<file path="config.mk">
export PLATFORM = sky130hd
export DESIGN_NAME = preemptive_priority_scheduler
export DESIGN_NICKNAME = d
export VERILOG_FILES = /design/src/sv/pps_pkg.sv /design/src/sv/pps_table.sv /design/src/sv/preemptive_priority_scheduler.sv
export SDC_FILE = /design/constraint.sdc
export NUM_CORES = 2
export LEC_CHECK = 0
export BUFFER_PORTS_ARGS = -buffer_cell sky130_fd_sc_hd__buf_4
export CAP_MARGIN = 20
export CORE_MARGIN = 2
export CORE_UTILIZATION = 56
export CTS_BUF_LIST = sky130_fd_sc_hd__clkbuf_16
export DETAILED_ROUTE_END_ITERATION = 12
export GPL_ROUTABILITY_DRIVEN = 1
export PLACE_DENSITY = 0.72
export SYNTH_ARGS = -nofsm -noshare
export SYNTH_HDL_FRONTEND = slang
export SYNTH_SLANG_ARGS = --single-unit
</file>
<file path="constraint.sdc">
create_clock -name clk -period 5.01 [get_ports clk]
set_clock_uncertainty 0.05 [all_clocks]
set_input_delay 0 -clock clk [delete_from_list [all_inputs] [get_ports clk]]
set_output_delay 0 -clock clk [all_outputs]
set_load 0.02 [all_outputs]
</file>
<file path="src/sv/pps_pkg.sv">
`timescale 1ns / 1ps

package pps_pkg;

    localparam int TIME_W = 24;
    localparam int ID_W   = 5;
    localparam int ARR_W  = 16;
    localparam int BUR_W  = 16;
    localparam int PRI_W  = 8;

    localparam logic [TIME_W-1:0] TIME_MAX = {TIME_W{1'b1}};

    localparam logic CMD_LOAD = 1'b0;
    localparam logic CMD_TICK = 1'b1;

    typedef struct packed {
        logic [ARR_W-1:0] arrival;
        logic [BUR_W-1:0] burst;
        logic [BUR_W-1:0] remaining;
        logic [PRI_W-1:0] priority_level;
    } entry_t;

    typedef enum logic [2:0] {
        ST_IDLE,
        ST_SCAN,
        ST_FETCH,
        ST_APPLY,
        ST_FINISH
    } state_t;

endpackage

</file>
<file path="src/sv/pps_table.sv">
`timescale 1ns / 1ps

module pps_table #(
    parameter int DEPTH = 16,
    parameter int AW    = 4
) (
    input  logic             clk,
    input  logic             wr_en,
    input  logic [AW-1:0]    wr_addr,
    input  pps_pkg::entry_t  wr_entry,
    input  logic [AW-1:0]    rd_addr,
    output pps_pkg::entry_t  rd_entry
);
    import pps_pkg::*;

    entry_t mem [DEPTH];
    entry_t rd_entry_reg;

    always_ff @(posedge clk)
    begin
        if (wr_en)
        begin
            mem[wr_addr] <= wr_entry;
        end
    end

    always_ff @(posedge clk)
    begin
        rd_entry_reg <= mem[rd_addr];
    end

    assign rd_entry = rd_entry_reg;

endmodule

</file>
<file path="src/sv/preemptive_priority_scheduler.sv">
`timescale 1ns / 1ps
// Preemptive priority scheduler.
// Slave stream s_axis carries one command item: tuser = command (0 load, 1 tick),
// tdata = arrival_time, burst_time, priority_level from bit 0 up (5 bytes).
// A load writes the next free table slot and gives no result; loads
// into a full table are dropped. A tick scans the table one entry per cycle
// through the single read port of the entry memory, picks the eligible entry with
// the smallest priority (lowest slot on a tie), serves it one time unit and emits
// one result item on m_axis: tuser = finished, tdata = tick_end_time, running_id,
// completion_time, turnaround_time, waiting_time from bit 0 up (13 bytes).
// A tick steps through ST_SCAN, ST_FETCH, ST_APPLY and ST_FINISH, which loads
// the result register once it is free; the next item is taken in ST_IDLE, where
// loads are written as taken. s_axis_tready is high only while no tick is in work.
// The result register holds while m_axis_tready is low; a new item may be
// accepted meanwhile, but the next tick result waits until the register frees.
// Reset clears the table fill count, done flags, time and the result valid flag;
// the entry memory itself is not cleared (only loaded slots are ever used).

module preemptive_priority_scheduler #(
    parameter int MAX_PROCESSES = 16
) (
    input  logic         clk,
    input  logic         rst_n,
    input  logic         s_axis_tvalid,
    output logic         s_axis_tready,
    input  logic [39:0]  s_axis_tdata,  // arrival_time, burst_time, priority_level
    input  logic         s_axis_tuser,  // command
    output logic         m_axis_tvalid,
    input  logic         m_axis_tready,
    output logic [103:0] m_axis_tdata,  // tick_end_time, running_id, completion_time,
                                        // turnaround_time, waiting_time, pad
    output logic         m_axis_tuser   // finished
);
    import pps_pkg::*;

    localparam int IDX_W = $clog2(MAX_PROCESSES);
    localparam int CNT_W = $clog2(MAX_PROCESSES + 1);

    state_t state_reg, state_next;

    logic [CNT_W-1:0]         count_reg, count_next;
    logic [TIME_W-1:0]        time_reg, time_next;
    logic [MAX_PROCESSES-1:0] done_reg, done_next;
    logic [CNT_W-1:0]         issue_reg, issue_next;
    logic                     pend_reg, pend_next;
    logic [IDX_W-1:0]         pend_idx_reg, pend_idx_next;
    logic                     sel_reg, sel_next;
    logic [IDX_W-1:0]         best_idx_reg, best_idx_next;
    logic [PRI_W-1:0]         best_prio_reg, best_prio_next;
    logic                     fin_reg, fin_next;
    logic [TIME_W-1:0]        tat_reg, tat_next;
    logic [BUR_W-1:0]         burst_reg, burst_next;
    logic [ID_W-1:0]          id_reg, id_next;
    logic                     m_valid_reg, m_valid_next;
    logic [103:0]             m_data_reg, m_data_next;
    logic                     m_fin_reg, m_fin_next;

    logic             s_accept;
    logic             scan_done;
    logic             out_free;
    logic             mem_wr_en;
    logic [IDX_W-1:0] mem_wr_addr;
    entry_t           mem_wr_entry;
    logic [IDX_W-1:0] mem_rd_addr;
    entry_t           mem_rd_entry;

    logic [ARR_W-1:0] in_arrival;
    logic [BUR_W-1:0] in_burst;
    logic [PRI_W-1:0] in_prio;

    logic              elig;
    logic [BUR_W-1:0]  rem_dec;
    logic [TIME_W-1:0] time_inc;
    logic [TIME_W-1:0] wt;
    logic [TIME_W-1:0] ct_out;
    logic [TIME_W-1:0] tat_out;

    assign in_arrival = s_axis_tdata[15:0];
    assign in_burst   = s_axis_tdata[31:16];
    assign in_prio    = s_axis_tdata[39:32];

    assign s_accept  = s_axis_tvalid && s_axis_tready;
    assign scan_done = (issue_reg == count_reg) && !pend_reg;
    assign out_free  = !m_valid_reg || m_axis_tready;

    pps_table #(
        .DEPTH (MAX_PROCESSES),
        .AW    (IDX_W)
    ) u_table (
        .clk      (clk),
        .wr_en    (mem_wr_en),
        .wr_addr  (mem_wr_addr),
        .wr_entry (mem_wr_entry),
        .rd_addr  (mem_rd_addr),
        .rd_entry (mem_rd_entry)
    );

    // next state
    always_comb
    begin
        state_next = state_reg;
        unique case (state_reg)
            ST_IDLE:
            begin
                if (s_accept && s_axis_tuser == CMD_TICK)
                begin
                    state_next = ST_SCAN;
                end
            end
            ST_SCAN:
            begin
                if (scan_done)
                begin
                    state_next = ST_FETCH;
                end
            end
            ST_FETCH:  state_next = ST_APPLY;
            ST_APPLY:  state_next = ST_FINISH;
            ST_FINISH:
            begin
                if (out_free)
                begin
                    state_next = ST_IDLE;
                end
            end
            default:   state_next = ST_IDLE;
        endcase
    end

    // control outputs
    always_comb
    begin
        s_axis_tready = 1'b0;
        mem_wr_en     = 1'b0;
        mem_wr_addr   = count_reg[IDX_W-1:0];
        mem_wr_entry  = '{arrival: in_arrival, burst: in_burst, remaining: in_burst,
                          priority_level: in_prio};
        mem_rd_addr   = issue_reg[IDX_W-1:0];
        unique case (state_reg)
            ST_IDLE:
            begin
                s_axis_tready = 1'b1;
                mem_wr_en     = s_axis_tvalid && s_axis_tuser == CMD_LOAD &&
                                count_reg < CNT_W'(MAX_PROCESSES);
            end
            ST_SCAN:  mem_rd_addr = issue_reg[IDX_W-1:0];
            ST_FETCH: mem_rd_addr = best_idx_reg;
            ST_APPLY:
            begin
                mem_wr_en    = sel_reg;
                mem_wr_addr  = best_idx_reg;
                mem_wr_entry = mem_rd_entry;
                mem_wr_entry.remaining = rem_dec;
            end
            ST_FINISH: ;
            default: ;
        endcase
    end

    assign elig     = pend_reg && !done_reg[pend_idx_reg] &&
                      ({{(TIME_W-ARR_W){1'b0}}, mem_rd_entry.arrival} <= time_reg);
    assign rem_dec  = mem_rd_entry.remaining - BUR_W'(1);
    assign time_inc = (time_reg == TIME_MAX) ? time_reg : time_reg + TIME_W'(1);
    assign wt       = (tat_reg >= {{(TIME_W-BUR_W){1'b0}}, burst_reg}) ?
                      tat_reg - {{(TIME_W-BUR_W){1'b0}}, burst_reg} : '0;
    assign ct_out   = fin_reg ? time_reg : '0;
    assign tat_out  = fin_reg ? tat_reg : '0;

    // datapath
    always_comb
    begin
        count_next     = count_reg;
        time_next      = time_reg;
        done_next      = done_reg;
        issue_next     = issue_reg;
        pend_next      = pend_reg;
        pend_idx_next  = pend_idx_reg;
        sel_next       = sel_reg;
        best_idx_next  = best_idx_reg;
        best_prio_next = best_prio_reg;
        fin_next       = fin_reg;
        tat_next       = tat_reg;
        burst_next     = burst_reg;
        id_next        = id_reg;
        m_valid_next   = m_valid_reg && !m_axis_tready;
        m_data_next    = m_data_reg;
        m_fin_next     = m_fin_reg;

        unique case (state_reg)
            ST_IDLE:
            begin
                if (mem_wr_en)
                begin
                    done_next[count_reg[IDX_W-1:0]] = (in_burst == '0);
                    count_next = count_reg + CNT_W'(1);
                end
                issue_next = '0;
                pend_next  = 1'b0;
                sel_next   = 1'b0;
            end
            ST_SCAN:
            begin
                if (issue_reg != count_reg)
                begin
                    pend_next     = 1'b1;
                    pend_idx_next = issue_reg[IDX_W-1:0];
                    issue_next    = issue_reg + CNT_W'(1);
                end
                else
                begin
                    pend_next = 1'b0;
                end
                if (elig && (!sel_reg || mem_rd_entry.priority_level < best_prio_reg))
                begin
                    sel_next       = 1'b1;
                    best_idx_next  = pend_idx_reg;
                    best_prio_next = mem_rd_entry.priority_level;
                end
            end
            ST_FETCH: ;
            ST_APPLY:
            begin
                time_next  = time_inc;
                fin_next   = sel_reg && (rem_dec == '0);
                tat_next   = time_inc - {{(TIME_W-ARR_W){1'b0}}, mem_rd_entry.arrival};
                burst_next = mem_rd_entry.burst;
                id_next    = sel_reg ? ID_W'(32'(best_idx_reg) + 32'd1) : '0;
                if (sel_reg && rem_dec == '0)
                begin
                    done_next[best_idx_reg] = 1'b1;
                end
            end
            ST_FINISH:
            begin
                if (out_free)
                begin
                    m_valid_next = 1'b1;
                    m_fin_next   = fin_reg;
                    m_data_next  = {3'b000, (fin_reg ? wt : '0), tat_out, ct_out,
                                    id_reg, time_reg};
                end
            end
            default: ;
        endcase
    end

    always_ff @(posedge clk or negedge rst_n)
    begin
        if (!rst_n)
        begin
            state_reg   <= ST_IDLE;
            count_reg   <= '0;
            time_reg    <= '0;
            done_reg    <= '0;
            issue_reg   <= '0;
            pend_reg    <= 1'b0;
            sel_reg     <= 1'b0;
            m_valid_reg <= 1'b0;
        end
        else
        begin
            state_reg   <= state_next;
            count_reg   <= count_next;
            time_reg    <= time_next;
            done_reg    <= done_next;
            issue_reg   <= issue_next;
            pend_reg    <= pend_next;
            sel_reg     <= sel_next;
            m_valid_reg <= m_valid_next;
        end
    end

    always_ff @(posedge clk)
    begin
        pend_idx_reg  <= pend_idx_next;
        best_idx_reg  <= best_idx_next;
        best_prio_reg <= best_prio_next;
        fin_reg       <= fin_next;
        tat_reg       <= tat_next;
        burst_reg     <= burst_next;
        id_reg        <= id_next;
        m_data_reg    <= m_data_next;
        m_fin_reg     <= m_fin_next;
    end

    assign m_axis_tvalid = m_valid_reg;
    assign m_axis_tdata  = m_data_reg;
    assign m_axis_tuser  = m_fin_reg;

    a_count_bound: assert property (@(posedge clk) disable iff (!rst_n)
        count_reg <= CNT_W'(MAX_PROCESSES))
        else $error("entry count beyond table depth");

    a_idle_zero: assert property (@(posedge clk) disable iff (!rst_n)
        (m_axis_tvalid && !m_axis_tuser) |-> (m_axis_tdata[100:29] == '0))
        else $error("time fields set on a result without completion");

    a_fin_has_id: assert property (@(posedge clk) disable iff (!rst_n)
        (m_axis_tvalid && m_axis_tuser) |-> (m_axis_tdata[28:24] != '0 ||
                                             MAX_PROCESSES > 31))
        else $error("completion reported on an idle tick");

    a_tick_result: assert property (@(posedge clk) disable iff (!rst_n)
        (state_reg == ST_FINISH && out_free) |=> m_axis_tvalid)
        else $error("tick finished without a result");

endmodule

</file>
==> results.cfg <==
[status]
status = finished clean

[die]
dieArea_mm2 = 0.0875
start_util_pct = 56.3
ios = 152
coreArea_mm2 = 0.0847
num_rows = 107
die_w_um = 296
fp.dieH_um = 296

[finish]
areaGrowthSynthToFinish_pct = 15.1
design_area_mm2 = 0.0549
layout.nets = 3168
regArea_mm2 = 0.0344
multiInputGateArea_mm2 = 0.0126
finalNonFillerCells = 4297
largest_reg_flops = 896
nFillCells = 5644
drive_gt1_share_pct = 21.3
fin_util_pct = 64.8

[timing]
grt_setup_unrepaired = no
setup_viol = 0
fmax_ghz = 0.218
tightest_slew_ps = 1010
worst_slack_ps = 416
fin_tns_setup_ps = 0
hold_viol = 0
post-route-period-util_pct = 91.7
drv_slew = 0
layout_min_cycle_time_ps = 4590
slew_headroom_pct = 30.8
whs_ps = 24.5

[grt]
grt_util_all_layers_pct = 25.6
first_global_vias = 26547
grt_pass1_wl_um = 165000
grt_overflow = 0
grt_max_degree = 113
antenna_found_initial = 1

[placed_design]
place_area_mm2 = 0.0508
hpwl_um = 62600
place_inst = 4041
post-place-ws_ps = 494
gp_congestion = 0.927
io_buffers = 148

[power_and_ir_drop]
p_clk_share_pct = 27.8
intPower_mw = 20.8
p_total_mw = 30.0
power.leakage_nw = 18.9
comb_power_share_pct = 28.5
peakVddDrop_uv = 372
power-per-cell-area_mw_per_mm2 = 546
swShare_pct = 30.6
switchingPower_mw = 9.18
seq_power_share_pct = 43.7

[yosys]
synth_ff_type = edfxtp_1
synth_edf_count = 1060
synth_async_sr_flop_share_pct = 4.78
ys.warnings.count = 0
synthesis.area_mm2 = 0.0477
avgSynthCellArea_um2 = 17.1
ys_seq_elements = 1172
synth_top_cell_area_share_pct = 66.7
synth_cell_types = 74
synth_area_leaders = edfxtp_1 67%, mux4_2 11%, dfrtp_1 2.9%
seq_area_frac_synth_pct = 72.0
syn_inst = 2793
synth_top_area_cell = edfxtp_1
netlist_top_cells_count = 1060 x edfxtp_1, 303 x nand2_1, 228 x mux4_2, 108 x and2_1, 101 x nor2_1
post-synth-top-count-cell = edfxtp_1

[critical_path]
required_ps = 5390
crit_type = reg2reg
cp_max_fo = 7
startpoint_type = flop
cp.arrival_ps = 4980
end_kind = flop

[clock_tree]
htree_levels = 3
cts_root_buf = clkbuf_16
clk_pin_slew_ps = 70
clkLatencyLatePin_ps = 690
clockBufferDepth = 3
cts_buffers = 112
cts-resized-gates = 0
cts_tree = built
cts_sinks = 1172

[min_path]
min_path_type = in2reg

[detailed_routing]
wl_um = 111000
vias = 26389
wl_per_cell_um = 25.8
vias_per_cell = 6.14
antenna_left = 0
drt_iter0_markers = 2545
drtPass1Iterations = 5
drcViolationCount = 0

[run]
maxCapViolCount = 0
[routing by layer]
| layer | up-vias | global-route usage (%) | routed length, um |
|---|---|---|---|
| met2 | 1192 | 42.1 | 54300 |
| met5 | - | 0 | 0 |
| met3 | 192 | 3.96 | 8520 |
| met1 | 13602 | 35.3 | 44300 |
| li1 | 11403 | - | - |
| met4 | 0 | 9.00 | 3490 |
[placed cells by master (no fill, tap or decap), drive strengths merged, types with 67 or more instances in the layout]
master and count:
inv 105, clkbuf 114, nor2 101, and2 109, o21ai 75, xnor2 74
ha 67, buf 238, a31oi 67, nand2 303, edfxtp 1060, mux4 228
[path summary, 6_finish.rpt]
path | slack, ps | from | depth (start not counted) | end
hold reg to reg | 370 | id_reg[4]$_SDFFCE_PN0P_ | 0 | m_axis_tdata[28]$_DFFE_PP_
setup reg to reg | 420 | time_reg[0]$_DFFE_PN0P_ | 18 | tat_reg[20]$_DFFE_PP_
max in group asynchronous | 4290 | rst_n | 4 | done_reg[1]$_DFFE_PN0P_
hold / removal | 20 | s_axis_tdata[36] | 3 | u_table.mem[14][4]$_DFFE_PP_
setup / recovery | 420 | time_reg[0]$_DFFE_PN0P_ | 18 | tat_reg[20]$_DFFE_PP_
min in group asynchronous | 340 | rst_n | 4 | time_reg[9]$_DFFE_PN0P_
[cell type report]
class                   instances  share of cell area (%)
flip-flops and latches       1172                    62.5
multi-input cells            1416                    23.0
clock buffers                 113                    5.15
repair buffers                280                    4.71
well taps                    1144                    2.61
clock inverters                99                    1.54
inverters                      72                   0.497
diodes                          1                 0.00456
[power groups by stage]
stage	logic (mW)	clock network, mW	registers, mW
global route	9.29	8.85	13.2
global placement	8.31	0	13.3
finish	8.53	8.35	13.1
CTS	8.59	8.47	13.1
detailed placement	8.50	0	13.3
floorplan	5.98	0	13.2
[timing repair]
| item | CTS | global route |
|---|---|---|
| endpoints found under the hold margin | 602 | 0 |
| buffers inserted | 0 | 0 |
| hold buffers | 42 | 0 |
[worst max-delay path: stages (launching register included)]
cell	delay (ps)
dfrtp_1	500
ha_1	280
nand3_1	100
or2_2	390
nor4_4	350
buf_4	210
xor2_1	180
ha_1	190
inv_1	60
fa_1	440
a21oi_1	260
o2111ai_1	260
nand3_1	190
a31oi_1	100
buf_4	180
o21ba_2	260
nand2_1	50
a22oi_1	180
xnor2_1	90
[cell families after synthesis]
group / after synthesis / synth area share, %
fa+ha+maj: 69 / 1.84
mux: 243 / 11.1
flops: 1172 / 72.0
other cells: 1 / 0.00786
simple gates: 691 / 6.95
buf+inv: 207 / 1.96
compound gates: 303 / 4.18
xor+xnor: 107 / 1.96
(Power assumes the default switching activity.)
